File: config.mk
export PLATFORM = sky130hd
export DESIGN_NAME = ums_window
export DESIGN_NICKNAME = d
export VERILOG_FILES = /design/src/rtl/unsharp_mask_3x3_rgb_macros.svh /design/src/rtl/ums_pkg.sv /design/src/rtl/ums_window.sv
export SDC_FILE = /design/constraint.sdc
export NUM_CORES = 2
export LEC_CHECK = 0
export BUFFER_PORTS_ARGS = -buffer_cell sky130_fd_sc_hd__buf_2
export CAP_MARGIN = 20
export CORE_ASPECT_RATIO = 1.2
export CORE_MARGIN = 1
export CORE_UTILIZATION = 30
export CTS_BUF_LIST = sky130_fd_sc_hd__clkbuf_8
export CTS_CLUSTER_SIZE = 12
export DETAILED_ROUTE_END_ITERATION = 6
export PLACE_DENSITY = 0.46
export SYNTH_ARGS = -nofsm -noshare
export SYNTH_HDL_FRONTEND = slang
export SYNTH_SLANG_ARGS = --single-unit
File: constraint.sdc
create_clock -name clk_i -period 43.5 [get_ports clk_i]
set_input_delay 10.875 -clock clk_i [delete_from_list [all_inputs] [get_ports clk_i]]
set_output_delay 10.875 -clock clk_i [all_outputs]
set_load 0.01 [all_outputs]
File: src/rtl/unsharp_mask_3x3_rgb_macros.svh
// Assertion macros shared by the unsharp mask RTL.
`ifndef UNSHARP_MASK_3X3_RGB_MACROS_SVH
`define UNSHARP_MASK_3X3_RGB_MACROS_SVH

// Consequent must hold in the same cycle as the antecedent.
`define UMS_ASSERT_SAME(label, ante, cons, msg) \
  label: assert property (@(posedge clk_i) disable iff (!rst_ni) (ante) |-> (cons)) \
    else $error(msg);

// Consequent must hold in the cycle after the antecedent.
`define UMS_ASSERT_NEXT(label, ante, cons, msg) \
  label: assert property (@(posedge clk_i) disable iff (!rst_ni) (ante) |=> (cons)) \
    else $error(msg);

`endif

File: src/rtl/ums_pkg.sv
// Shared types, constants and the blur kernel of the unsharp mask block.
`timescale 1ns / 1ps
package ums_pkg;

  localparam int MaxWidthDef  = 2048;
  localparam int MaxHeightDef = 2048;

  localparam logic [11:0] ResetWidth     = 12'd1920;
  localparam logic [11:0] ResetHeight    = 12'd1080;
  localparam logic [7:0]  ResetThreshold = 8'd3;
  localparam logic [7:0]  ResetAmount    = 8'd32;

  localparam logic [7:0] WeightCorner = 8'd19;
  localparam logic [7:0] WeightEdge   = 8'd32;
  localparam logic [7:0] WeightCenter = 8'd52;

  typedef enum logic [1:0] {
    REG_IMAGE_WIDTH  = 2'd0,
    REG_IMAGE_HEIGHT = 2'd1,
    REG_THRESHOLD    = 2'd2,
    REG_AMOUNT       = 2'd3
  } cfg_reg_e;

  typedef struct packed {
    logic [7:0] red;
    logic [7:0] green;
    logic [7:0] blue;
  } rgb_t;

  // Nine pixels, row major, center at index 4.
  typedef rgb_t [8:0] patch_t;

  typedef struct packed {
    rgb_t top;
    rgb_t mid;
    rgb_t bot;
  } column_t;

  typedef struct packed {
    logic p0;
    logic p1;
    logic c_is0;
    logic c_is1;
    logic tclamp;
    logic row_end;
  } win_ctl_t;

  typedef struct packed {
    rgb_t blur;
    rgb_t center;
    logic run_last;
    logic frame_end;
  } res_t;

  typedef struct packed {
    logic v0;
    logic v1;
    res_t r0;
    res_t r1;
  } s2_load_t;

  function automatic logic [7:0] kernel_weight(input logic [3:0] idx);
    logic [7:0] wt;
    case (idx)
      4'd4:                         wt = WeightCenter;
      4'd1, 4'd3, 4'd5, 4'd7:       wt = WeightEdge;
      default:                      wt = WeightCorner;
    endcase
    return wt;
  endfunction

  // Weighted sum over the patch, floor divided by 256.
  function automatic rgb_t kernel_blur(input patch_t p);
    logic [15:0] sr;
    logic [15:0] sg;
    logic [15:0] sb;
    rgb_t        res;
    sr = '0;
    sg = '0;
    sb = '0;
    for (int i = 0; i < 9; i++) begin
      sr = sr + 16'(p[i].red)   * 16'(kernel_weight(4'(i)));
      sg = sg + 16'(p[i].green) * 16'(kernel_weight(4'(i)));
      sb = sb + 16'(p[i].blue)  * 16'(kernel_weight(4'(i)));
    end
    res.red   = sr[15:8];
    res.green = sg[15:8];
    res.blue  = sb[15:8];
    return res;
  endfunction

endpackage

File: src/rtl/ums_window.sv
// 3x3 pixel window with the blur of the one or two patches a pixel completes.
`timescale 1ns / 1ps
module ums_window (
  input  logic                clk_i,
  input  logic                rst_ni,
  input  logic                shift_i,
  input  ums_pkg::column_t    col_i,
  input  ums_pkg::win_ctl_t   ctl_i,
  output ums_pkg::s2_load_t   load_o
);
  import ums_pkg::*;

  rgb_t [2:0][2:0] win_q;
  rgb_t [2:0][2:0] win_d;
  patch_t          p0;
  patch_t          p1;
  logic [1:0]      src;
  logic [1:0]      l0;
  logic [1:0]      l1;

  always_comb begin
    for (int r = 0; r < 3; r++) begin
      win_d[r][0] = win_q[r][1];
      win_d[r][1] = win_q[r][2];
    end
    win_d[0][2] = col_i.top;
    win_d[1][2] = col_i.mid;
    win_d[2][2] = col_i.bot;
  end

  always_ff @(posedge clk_i or negedge rst_ni) begin
    if (!rst_ni) begin
      win_q <= '0;
    end else if (shift_i) begin
      win_q <= win_d;
    end
  end

  // On the first output row the top row repeats the middle one; at the
  // left edge the left column repeats the center one.
  always_comb begin
    l0 = ctl_i.c_is1 ? 2'd1 : 2'd0;
    l1 = ctl_i.c_is0 ? 2'd2 : 2'd1;
    src = 2'd0;
    for (int r = 0; r < 3; r++) begin
      src = (r == 0 && ctl_i.tclamp) ? 2'd1 : 2'(r);
      p0[r*3 + 0] = win_d[src][l0];
      p0[r*3 + 1] = win_d[src][1];
      p0[r*3 + 2] = win_d[src][2];
      p1[r*3 + 0] = win_d[src][l1];
      p1[r*3 + 1] = win_d[src][2];
      p1[r*3 + 2] = win_d[src][2];
    end
  end

  always_comb begin
    load_o.v0           = ctl_i.p0;
    load_o.v1           = ctl_i.p1;
    load_o.r0.blur      = kernel_blur(p0);
    load_o.r0.center    = win_d[1][1];
    load_o.r0.run_last  = !ctl_i.row_end;
    load_o.r0.frame_end = 1'b0;
    load_o.r1.blur      = kernel_blur(p1);
    load_o.r1.center    = win_d[1][2];
    load_o.r1.run_last  = 1'b1;
    load_o.r1.frame_end = 1'b0;
  end

endmodule

; ---- Word-level counts from Yosys, hierarchy flattened
; Cells that the tools add are included.
[totals]
register_bits = 144
latch_bits = 0
mem_bits_rw = 0
rom_bits = 0
input_bits = 81
output_inout_bits = 102
n_memories = 0
[classes]
add_sub_neg = 48
mul = 24
div_mod_pow = 0
n_lt_le_gt_ge = 3
eq_ne = 0
shift = 0
mux = 17
n_bitwise = 0
reduce_logical = 1
[ops]
columns = op, n
row1 = adder 16 x 13 -> 16 bit, 21
row2 = binary-select mux 24 bit (select 2 bit), 6
row3 = "multiplier 8 x 5 -> 13 bit, second input constant", 18
row4 = binary-select mux 72 bit (select 2 bit), 1
row5 = two-way mux 24 bit, 6
row6 = adder 15 x 13 -> 16 bit, 6
row7 = adder 16 x 14 -> 16 bit, 6
row8 = adder 14 x 13 -> 15 bit, 6
row9 = adder 13 x 13 -> 14 bit, 6
row10 = "multiplier 8 x 4 -> 12 bit, second input constant", 6
row11 = two-way mux 72 bit, 1
row12 = adder 16 bit, 3
row13 = "less-than comparator 1 x 3 -> 1 bit, second input constant", 2
row14 = "less-than comparator 2 x 3 -> 1 bit, second input constant", 1
row15 = two-way mux 1 bit, 2
row16 = two-way mux 2 bit, 1
row17 = zero test 1 bit, 1

; ---- Logic depth before layout (Yosys ltp)
[logic_depth]
ltp_word = 14
mapped_depth = 36
mapped_depth_nobuf = 33

; ---- Worst setup path before layout
; No wires, ideal clock.
[synth_path]
kind = input -> output
startpoint = in ctl_i[1] in the netlist's numbering
endpoint = out load_o[99] in the netlist's numbering
arrival_ps = 18740
required_time_ps = 32625
setup_slack_ps = 13885
path_stages = 29
n_path_buf = 3
path_cell_list = clkbuf_1 -> buf_1 -> buf_2 -> mux2i_1 -> inv_1 -> ha_1 -> fa_1 -> ha_1 -> inv_1 -> o21bai_1 -> a2111oi_0 -> o31ai_1 -> a21oi_1 -> xnor2_1 -> fa_1 -> fa_1 -> inv_1 -> ha_1 -> fa_1 -> fa_1 -> inv_1 -> fa_1 -> inv_1 -> ha_1 -> a21o_1 -> a21o_1 -> a221oi_1 -> o21ba_2 -> xnor2_1
[synth_rtl]
columns = element, line
row1 = start: declaration, ums_window.sv:8  ; input ums_pkg::win_ctl_t ctl_i,
row2 = end: declaration, ums_window.sv:9  ; output ums_pkg::s2_load_t load_o

==> impl_metrics.yaml <==
status:
  status: "finished clean"
final_layout:
  fill_cells: 12000
  drive_above_1_share_pct: 12.1
  multi_input_area_um2: 26500
  regArea_um2: 3600
  fin_util_pct: 32.7
  stdcell_area_um2: 37400
  fin_cells: 5109
  nets: 4834
  syn_to_final_growth_pct: 7.90
global_route:
  grt_start_max_net_pins: 90
  overflow: 0
  grt_antenna_before_repair: 7
  grt_pass1_vias: 24600
  grt_pass1_wl_um: 145000
  gr-usage-all-layers_pct: 16.5
logic_synthesis:
  syn_inst: 3470
  synth_top_area_share_pct: 34.4
  synth_cell_type_count: 57
  syn-mean-instance-area_um2: 9.99
  seq_area_frac_synth_pct: 10.4
  synth_edf_count: 0
  ys_ff_latch: 144
  async_reset_ff_share_pct: 100
  synthTopCellsByArea: "fa_1, ha_1, inv_1"
  yosysWarnings: 0
  netlist_area_um2: 34700
  synth_top_area_cell: "fa_1"
  synth_flop_cell: "dfrtp_1"
floorplan:
  die_w_um: 312
  start_util_pct: 30.3
  core_area_um2: 115000
  io-pin-count: 183
  die_height_um: 374
  row_count: 136
  fp.dieArea_um2: 117000
setup_path:
  startpoint_type: "input pin"
  critPathSlowestCell: "buf_4"
  critPathCaptureType: "output pin"
  max_stage_delay_ns: 0.77
  path_buf_inv: 8
  cp.required_ns: 32.62
  worstSetupPathType: "in2out"
  cp.arrival_ns: 19.54
  cpLargestDelayFamily: "adder cells"
  cp_max_fo: 48
route:
  via_count: 22400
  ant_nets: 0
  post_drt_via_cell_ratio: 4.39
  drtPass1Iterations: 5
  drc: 0
  drt_iter0_markers: 810
  drt_wl_total_um: 92300
  routedWlPerCell_um: 18.1
clock_network:
  cts_resized: 0
  htreeDepth: 4
  insertion_delay_ns: 0.55
  tritoncts: "yes"
  post_cts_buffers: 0
  cts_num_sinks: 144
  cts_buffers: 17
  root_buffer: "clkbuf_8"
  path_clk_slew_ns: 0.09
  clockBufferDepth: 2
  cts_hold_buf: 0
job:
  maxCapViolCount: 0
timing:
  rsz0062_at_grt: "no"
  slew_headroom_pct: 28.0
  post-route-period-util_pct: 69.9
  fmax_mhz: 32.9
  worst_slew_pin_slew_ns: 1.07
  finalCriticalPeriod_ns: 30.42
  fin_setup_tns_ns: 0
  finalMaxSlewViolations: 0
  finalSetupViolCount: 0
  finalHoldViolCount: 0
  skew_ns: 0.0169
placement:
  dpl.hpwl_um: 79600
  placed_area_um2: 37000
  routabilityCongestion: 0.859
  dp.cells: 5077
  port_buffers: 175
hold_path:
  hold_path.class: "reg2reg"
## cells in the mapped netlist, types with 4 or more instances
master	number
ha_1	579
nand3_1	5
a2111o_1	4
nand2_1	124
nand2b_1	8
clkbuf_1	35
and4_1	4
xor2_1	58
a31oi_1	10
mux2i_1	66
nor3_1	8
a21o_1	46
o31ai_1	4
xnor2_1	90
inv_1	1050
mux2_2	197
o21bai_1	23
buf_1	11
buf_2	4
buf_4	53
o21a_1	21
or2_2	4
dfrtp_1	144
fa_1	596
nor2_1	54
a31o_2	6
nor2b_1	6
o21ai_0	112
and3_1	4
nand4_1	6
a21oi_1	99
## kinds of logic after synthesis
group	synth area share [%]
and+or+nand+nor	3.06
other	0.0217
muxes	8.30
DFF	10.4
adders and majority gates	55.3
buffers and inverters	13.1
xor gates and xnor gates	3.74
AOI/OAI and AO/OA	6.10
## state kept, by name, summed over array words and instances (netlist names)
name,count
p0,24
win_d,96
load_o,24
## metrics by stage
step / setup slack, ns / hold slack (ns)
detailed placement: 13.08 / 0.492
finish: 13.08 / 0.513
global route: 12.50 / 0.528
floorplan: 13.89 / 0.477
CTS: 13.07 / 0.510
global placement: 13.17 / 0.485
## area by class of cell
cell class | count | share of cell area [%]
inverters | 1050 | 10.5
clock buffers | 17 | 0.625
multi-input cells | 2173 | 70.9
flip-flops and latches | 144 | 9.63
diodes | 1 | 0.00669
well taps | 1518 | 5.08
clock inverters | 14 | 0.478
repair buffers | 192 | 2.74
## path summary, 6_finish.rpt
kind	start	to	slack, ns	depth (start not counted)
setup / recovery	ctl_i[1]	load_o[41]	13.08	31
max in group asynchronous	rst_ni	win_d[164]	31.59	2
hold / removal	win_d[12]	win_d[12]	0.51	1
hold reg to reg	win_d[12]	win_d[12]	0.51	1
min in group asynchronous	rst_ni	p0[170]	10.45	1
setup reg to reg	load_o[70]	win_d[90]	42.44	1
## routing by layer
metal	share of wire, %	track usage [%]
met1	41	19.8
met2	53	30.6
met3	2.7	2.00
met4	2.8	4.68
met5	0.030	0
## cell usage in the layout (no fill, tap or decap), types with 4 or more instances in the layout
cell | Yosys | final
xnor2_1 | 90 | 90
nor2_1 | 54 | 54
nand3_1 | 5 | 5
and4_1 | 4 | 4
clkbuf_8 | 0 | 17
mux2i_1 | 66 | 66
or2_2 | 4 | 4
a31oi_1 | 10 | 10
a31o_2 | 6 | 6
xor2_1 | 58 | 58
nand2b_1 | 8 | 8
o21bai_1 | 23 | 23
mux2_2 | 197 | 197
fa_1 | 596 | 596
buf_2 | 4 | 170
dfrtp_1 | 144 | 144
o21a_1 | 21 | 21
o31ai_1 | 4 | 4
a2111o_1 | 4 | 4
buf_4 | 53 | 20
a21o_1 | 46 | 46
ha_1 | 579 | 579
nand2_1 | 124 | 124
inv_1 | 1050 | 1050
inv_6 | 0 | 5
o21ai_0 | 112 | 112
nand4_1 | 6 | 6
nor3_1 | 8 | 8
a21oi_1 | 99 | 99
and3_1 | 4 | 4
nor2b_1 | 6 | 6
Power is not shown: default switching activity piles up to over one toggle a cycle in this logic, so the estimate is an artifact.
