===== src/rtl/unsharp_mask_3x3_rgb_macros.svh =====
// Assertion macros shared by the unsharp mask RTL.
`ifndef UNSHARP_MASK_3X3_RGB_MACROS_SVH
`define UNSHARP_MASK_3X3_RGB_MACROS_SVH

// Consequent must hold in the same cycle as the antecedent.
`define UMS_ASSERT_SAME(label, ante, cons, msg) \
  label: assert property (@(posedge clk_i) disable iff (!rst_ni) (ante) |-> (cons)) \
    else $error(msg);

// Consequent must hold in the cycle after the antecedent.
`define UMS_ASSERT_NEXT(label, ante, cons, msg) \
  label: assert property (@(posedge clk_i) disable iff (!rst_ni) (ante) |=> (cons)) \
    else $error(msg);

`endif


===== src/rtl/ums_pkg.sv =====
// Shared types, constants and the blur kernel of the unsharp mask block.
`timescale 1ns / 1ps
package ums_pkg;

  localparam int MaxWidthDef  = 2048;
  localparam int MaxHeightDef = 2048;

  localparam logic [11:0] ResetWidth     = 12'd1920;
  localparam logic [11:0] ResetHeight    = 12'd1080;
  localparam logic [7:0]  ResetThreshold = 8'd3;
  localparam logic [7:0]  ResetAmount    = 8'd32;

  localparam logic [7:0] WeightCorner = 8'd19;
  localparam logic [7:0] WeightEdge   = 8'd32;
  localparam logic [7:0] WeightCenter = 8'd52;

  typedef enum logic [1:0] {
    REG_IMAGE_WIDTH  = 2'd0,
    REG_IMAGE_HEIGHT = 2'd1,
    REG_THRESHOLD    = 2'd2,
    REG_AMOUNT       = 2'd3
  } cfg_reg_e;

  typedef struct packed {
    logic [7:0] red;
    logic [7:0] green;
    logic [7:0] blue;
  } rgb_t;

  // Nine pixels, row major, center at index 4.
  typedef rgb_t [8:0] patch_t;

  typedef struct packed {
    rgb_t top;
    rgb_t mid;
    rgb_t bot;
  } column_t;

  typedef struct packed {
    logic p0;
    logic p1;
    logic c_is0;
    logic c_is1;
    logic tclamp;
    logic row_end;
  } win_ctl_t;

  typedef struct packed {
    rgb_t blur;
    rgb_t center;
    logic run_last;
    logic frame_end;
  } res_t;

  typedef struct packed {
    logic v0;
    logic v1;
    res_t r0;
    res_t r1;
  } s2_load_t;

  function automatic logic [7:0] kernel_weight(input logic [3:0] idx);
    logic [7:0] wt;
    case (idx)
      4'd4:                         wt = WeightCenter;
      4'd1, 4'd3, 4'd5, 4'd7:       wt = WeightEdge;
      default:                      wt = WeightCorner;
    endcase
    return wt;
  endfunction

  // Weighted sum over the patch, floor divided by 256.
  function automatic rgb_t kernel_blur(input patch_t p);
    logic [15:0] sr;
    logic [15:0] sg;
    logic [15:0] sb;
    rgb_t        res;
    sr = '0;
    sg = '0;
    sb = '0;
    for (int i = 0; i < 9; i++) begin
      sr = sr + 16'(p[i].red)   * 16'(kernel_weight(4'(i)));
      sg = sg + 16'(p[i].green) * 16'(kernel_weight(4'(i)));
      sb = sb + 16'(p[i].blue)  * 16'(kernel_weight(4'(i)));
    end
    res.red   = sr[15:8];
    res.green = sg[15:8];
    res.blue  = sb[15:8];
    return res;
  endfunction

endpackage


===== src/rtl/ums_out.sv =====
// Result slots, sharpening arithmetic and the output register.
`timescale 1ns / 1ps
module ums_out (
  input  logic               clk_i,
  input  logic               rst_ni,
  input  logic [7:0]         threshold_i,
  input  logic [7:0]         amount_i,
  input  logic               load_en_i,
  input  ums_pkg::s2_load_t  load_i,
  output logic               free_o,
  output logic               out_valid_o,
  input  logic               out_ready_i,
  output logic [7:0]         out_red_o,
  output logic [7:0]         out_green_o,
  output logic [7:0]         out_blue_o,
  output logic               run_last_o,
  output logic               frame_end_o
);
  import ums_pkg::*;

  logic v0_q, v1_q;
  res_t r0_q, r1_q;
  res_t sel;
  logic out_free, send;
  logic out_valid_q;
  rgb_t out_pix_q;
  logic run_last_q, frame_end_q;

  function automatic logic [7:0] sharpen(input logic [7:0] blur, input logic [7:0] img,
                                         input logic [7:0] amt, input logic [7:0] thr);
    logic        neg;
    logic [7:0]  mag;
    logic [15:0] prod;
    logic [11:0] m;
    logic [12:0] sum;
    logic [7:0]  res;
    neg  = img < blur;
    mag  = neg ? (blur - img) : (img - blur);
    prod = 16'(mag) * 16'(amt);
    m    = prod[15:4];
    sum  = 13'(img) + 13'(m);
    if (m <= 12'(thr)) begin
      res = img;
    end else if (neg) begin
      res = (12'(img) > m) ? 8'(12'(img) - m) : 8'd0;
    end else begin
      res = (sum > 13'd255) ? 8'd255 : sum[7:0];
    end
    return res;
  endfunction

  assign out_free = !out_valid_q || out_ready_i;
  assign send     = (v0_q || v1_q) && out_free;
  assign sel      = v0_q ? r0_q : r1_q;
  assign free_o   = !(v0_q || v1_q) || (out_free && !(v0_q && v1_q));

  always_ff @(posedge clk_i or negedge rst_ni) begin
    if (!rst_ni) begin
      v0_q <= 1'b0;
      v1_q <= 1'b0;
    end else if (load_en_i) begin
      v0_q <= load_i.v0;
      v1_q <= load_i.v1;
    end else if (send) begin
      if (v0_q) begin
        v0_q <= 1'b0;
      end else begin
        v1_q <= 1'b0;
      end
    end
  end

  always_ff @(posedge clk_i) begin
    if (load_en_i) begin
      r0_q <= load_i.r0;
      r1_q <= load_i.r1;
    end
  end

  always_ff @(posedge clk_i or negedge rst_ni) begin
    if (!rst_ni) begin
      out_valid_q <= 1'b0;
    end else if (send) begin
      out_valid_q <= 1'b1;
    end else if (out_ready_i) begin
      out_valid_q <= 1'b0;
    end
  end

  always_ff @(posedge clk_i) begin
    if (send) begin
      out_pix_q.red   <= sharpen(sel.blur.red,   sel.center.red,   amount_i, threshold_i);
      out_pix_q.green <= sharpen(sel.blur.green, sel.center.green, amount_i, threshold_i);
      out_pix_q.blue  <= sharpen(sel.blur.blue,  sel.center.blue,  amount_i, threshold_i);
      run_last_q      <= sel.run_last;
      frame_end_q     <= sel.frame_end;
    end
  end

  assign out_valid_o = out_valid_q;
  assign out_red_o   = out_pix_q.red;
  assign out_green_o = out_pix_q.green;
  assign out_blue_o  = out_pix_q.blue;
  assign run_last_o  = run_last_q;
  assign frame_end_o = frame_end_q;

endmodule


===== config.mk =====
export PLATFORM = sky130hd
export DESIGN_NAME = ums_out
export DESIGN_NICKNAME = d
export VERILOG_FILES = /design/src/rtl/unsharp_mask_3x3_rgb_macros.svh /design/src/rtl/ums_pkg.sv /design/src/rtl/ums_out.sv
export SDC_FILE = /design/constraint.sdc
export NUM_CORES = 1
export LEC_CHECK = 0
export BUFFER_PORTS_ARGS = -buffer_cell sky130_fd_sc_hd__buf_2
export CORE_UTILIZATION = 39
export DETAILED_ROUTE_END_ITERATION = 6
export GPL_ROUTABILITY_DRIVEN = 0
export HOLD_SLACK_MARGIN = 0.02
export REMOVE_ABC_BUFFERS = 1
export SETUP_SLACK_MARGIN = 0.2
export SLEW_MARGIN = 20
export SYNTH_ARGS = -nofsm -noshare
export SYNTH_HDL_FRONTEND = slang
export SYNTH_SLANG_ARGS = --single-unit

===== constraint.sdc =====
create_clock -name clk_i -period 13 [get_ports clk_i]
set_clock_uncertainty 0.1 [all_clocks]
set_input_delay 1.3 -clock clk_i [delete_from_list [all_inputs] [get_ports clk_i]]
set_output_delay 1.3 -clock clk_i [all_outputs]
set_load 0.05 [all_outputs]

Word level (Yosys, flattened, before mapping)

Cells that the tools add are included.

Add/subtract/negate cells: 12
$mul: 3
$lt $le $gt $ge: 12
Equality and inequality tests: 1
Muxes and demuxes: 23
Reductions and logical operators: 12

Operators by type and width:

| cell                | count |
|---|---|
| $mux 8              | 15 |
| $sub 8x8->8         | 9 |
| $mux 50             | 1 |
| $mul 8x8->16        | 3 |
| $add 8x12->13       | 3 |
| $gt 13x8->1 const B | 3 |
| $gt 8x12->1         | 3 |
| $le 12x8->1         | 3 |
| $lt 8x8->1          | 3 |
| $mux 1              | 7 |
| $reduce_bool 2->1   | 2 |
| $logic_and 1x1->1   | 3 |
| $logic_not 1->1     | 3 |
| $logic_or 1x1->1    | 3 |
| $ne 2x2->1 const B  | 1 |
| $reduce_and 2->1    | 1 |

Bits in registers: 129
Input bits: 122
Output and inout port bits: 28
Logic and storage cells: 87

Longest topological paths before layout

Depth in word-level cells: 9
Mapped depth: 43
Depth with buffers taken out: 38

Least setup slack after synthesis

Ideal clock, no wire load.

Path type: register to register
From: register v0_q
To: register out_pix_q (netlist bit out_green_o[2]) (data pin)
Library setup time: 275 ps
Arrival time: 9,212 ps
Data required time: 12,625 ps
Slack: 3,413 ps
Stages on the path, launching flop included: 41
Path buffers: 3
Period minus slack after synthesis: 9,587 ps
Cell sequence: dfrtp_1 clkbuf_1 clkbuf_1 buf_1 mux2i_1 inv_1 ha_1 inv_1 fa_1 nand3_1 a21o_1 and3_1 o41ai_1 a21oi_1 o21ai_0 nand2_1 xor2_1 and2_1 [5 not listed] inv_1 fa_1 inv_1 ha_1 nand4_1 nor4_2 nand4_1 and4b_1 xnor2_1 ha_1 or4_1 o21ai_0 o21ba_2 a21oi_1 xor2_1 o311ai_4 a21oi_2 a32oi_1

Cells in the longest elaborated chain, start to end: 9
Elaborated cells on any way between the ends: 15
Classes of those cells: add/sub (4); mul (1); order compare (4); mux (6)

Ends and longest elaborated chain:

| item                                      | line                         | source |
|---|---|---|
| from (decl)                               | ums_out.sv:21                | `logic v0_q, v1_q;` |
| from (signal assigned)                    | ums_out.sv:62                | `v0_q <= load_i.v0;` |
| $mux 50 (*)                               | ums_out.sv:54                | `assign sel = v0_q ? r0_q : r1_q;` |
| $sub 8x8->8 or $lt 8x8->1 (tied branches) | ums_out.sv:38, ums_out.sv:37 |  |
| $mux 8                                    | ums_out.sv:38                | `mag = neg ? (blur - img) : (img - blur);` |
| $mul 8x8->16                              | ums_out.sv:39                | `prod = 16'(mag) * 16'(amt);` |
| $add 8x12->13                             | ums_out.sv:41                | `sum = 13'(img) + 13'(m);` |
| $gt 13x8->1                               | ums_out.sv:47                | `res = (sum > 13'd255) ? 8'd255 : sum[7:0];` |
| $mux 8                                    | ums_out.sv:47                |  |
| $mux 8                                    | ums_out.sv:44                | `end else if (neg) begin` |
| $mux 8 (*)                                | ums_out.sv:42                | `if (m <= 12'(thr)) begin` |
| to (decl)                                 | ums_out.sv:26                | `rgb_t out_pix_q;` |

Every way passes the cells marked *; elsewhere a longest branch is shown, timed or not.
A chain may end at the register's enable or synchronous reset.

Final worst setup path

From: register v0_q
To: register out_pix_q (netlist bit out_green_o[7]) (data pin)

The elaborated chain is that of the path after synthesis.

==> metrics.yaml <==
layout_worst_path_cycle_share_pct: 84.6
clk_pin_slew_ns: 0.07
cp-end-kind: "register"
cts.sinks: 129
grt_setup_unrepaired: "no"
path_common_cell: "fa_1"
finalCriticalPeriod_ns: 11.00
die_area_sq_um: 42300
fp.dieH_um: 206
insertion_delay_ns: 0.44
dp_hpwl_um: 32500
drive_above_1_share_pct: 12.3
pin_count: 150
yosys_register_bits: 129
cts_hold_buf: 0
synth-edff-count: 126
fin_tns_setup_ns: 0
diodes: 0
antenna_found_initial: 0
grt_overflow: 0
crit_arrival_ns: 11.04
worst_hold_path_type: "register to register"
drcViolationCount: 0
first_global_vias: 12700
ys_types: 88
outcome: "completed"
crit_fanout: 26
synthTopCellsByArea: "edfxtp_1 23%, ha_1 17%, fa_1 15%"
async_flop_share_pct: 2.33
clock_path_buffers: 2
max_cap_viol_count: 0
tightest_slew_ns: 1.05
layout_commonest_cell: "inv_1"
cts_root_buf: "clkbuf_16"
wirelength_um: 40600
drtIter0Drc: 799
routedWlPerCell_um: 17.2
cp_slowest_cell: "dfrtp_2"
nets: 2279
fp-row-count: 74
slew_headroom_pct: 29.5
grt_pass1_wl_um: 66000
coreArea_sq_um: 40800
yosysWarnings: 0
synth_largest_area_cell: "edfxtp_1"
grt_max_degree: 67
postCtsResizedCells: 0
die_w_um: 206
yosysSeqAreaShare_pct: 23.9
final_cell_mix: "240 x inv_1, 216 x ha_1, 148 x buf_2"
drv_slew: 0
cts_setup_buffers: 0
synth-main-ff-cell: "edfxtp_1"
firstDrtPassIters: 5
critical_path.max_stage_delay_ns: 0.85
maxClockFrequency_mhz: 90.9
path_class: "register to register"
avgSynthCellArea_sq_um: 9.59
cts_buffers: 17
vias: 12600
via_per_inst: 5.31
port-buffer-count: 149
synth_cells: 1686
final-setup-viol-count: 0
area_delta_synth_final_pct: 12.1
final_antenna_net_count: 0
grt_usage_pct: 20.0
hold_violations: 0
crit_required_ns: 13.04
synth_top_area_share_pct: 23.4
netlist_area_sq_um: 16200
cts_tree: "done"
worstSetupStartpointType: "register"
start_util_pct: 39.6
htreeDepth: 4
[critical path: cells and delay by family (launching register included)]
kind | cells | cell delay [ns]
fa+ha+maj | 8 | 3.17
xor+xnor | 3 | 1.09
compound gates | 9 | 1.71
buf+inv | 5 | 0.70
flops | 1 | 0.85
mux | 2 | 0.76
simple gates | 9 | 2.30
[cell usage after synthesis, types with 14 or more instances]
| cell type | n |
|---|---|
| inv_1 | 240 |
| ha_1 | 216 |
| and2_1 | 141 |
| edfxtp_1 | 126 |
| fa_1 | 120 |
| nand2_1 | 92 |
| a21oi_1 | 82 |
| nor2_1 | 78 |
| mux2i_1 | 59 |
| o21ai_0 | 50 |
| nor2b_1 | 45 |
| clkbuf_1 | 31 |
| nor3_1 | 31 |
| xnor2_1 | 29 |
| a21o_1 | 25 |
| nand2b_1 | 22 |
| xor2_1 | 20 |
| nand3_1 | 19 |
| o21bai_1 | 17 |
| and3_1 | 16 |
| o21a_1 | 16 |
| mux2_2 | 14 |
[per-stage QoR]
step / hold WS (ns) / cells / utilization (%) / instance area (sq um) / setup WS, ns
final: 0.455 / 2366 / 44.4 / 18100 / 2.00
after global routing: 0.488 / 2366 / 44.4 / 18100 / 1.17
after CTS: 0.451 / 2366 / 44.4 / 18100 / 2.00
after detailed placement: 0.437 / 2334 / 42.8 / 17500 / 2.03
after global placement: 0.427 / 2334 / 42.8 / 17500 / 2.25
after floorplan: 0.372 / 1646 / - / 16000 / 2.66
[cells by family after synthesis]
kind of cell / synth area share [%]
AO/OA/AOI/OAI: 13.0
XOR/XNOR: 2.66
buffers and inverters: 6.58
AND/OR/NAND/NOR: 17.6
adder cells (fa/ha/maj): 31.6
multiplexers: 4.63
flip-flops: 23.9
[metal layers]
layer	global-route usage [%]	wire length [um]	up-vias
met5	0	0	-
met4	5.66	648	0
met3	2.64	1710	49
met2	32.6	19000	310
met1	27.6	19300	6121
li1	-	-	6087
[path summary, 6_finish.rpt]
kind | to | slack, ns | start | depth (start not counted)
worst max register to register | out_green_o[7] | 2.00 | v0_q | 36
min in group asynchronous | out_valid_o | 0.54 | rst_ni | 1
max in group asynchronous | v0_q | 12.14 | rst_ni | 1
worst min register to register | out_valid_o | 0.46 | v1_q | 2
worst max-delay path | out_green_o[7] | 2.00 | v0_q | 36
worst min-delay path | out_valid_o | 0.46 | v1_q | 2
[cell type report]
cell class / instances / area [sq um]
Clock inverter: 12 / 181
Clock buffer: 20 / 457
Fill cell: 3923 / 22700
Multi-Input combinational cell: 1277 / 11200
Timing Repair Buffer: 156 / 801
Tap cell: 532 / 666
Sequential cell: 129 / 3860
Inverter: 240 / 901
[state kept, by name, indices dropped and copies added, names as in the netlist]
name         flops
v1_q             1
out_blue_o       8
out_green_o      8
out_valid_o      1
r0_q            50
v0_q             1
r1_q            50
run_last_o       1
frame_end_o      1
out_red_o        8
Power is not shown: default switching activity piles up to over one toggle a cycle in this logic, so the estimate is an artifact.
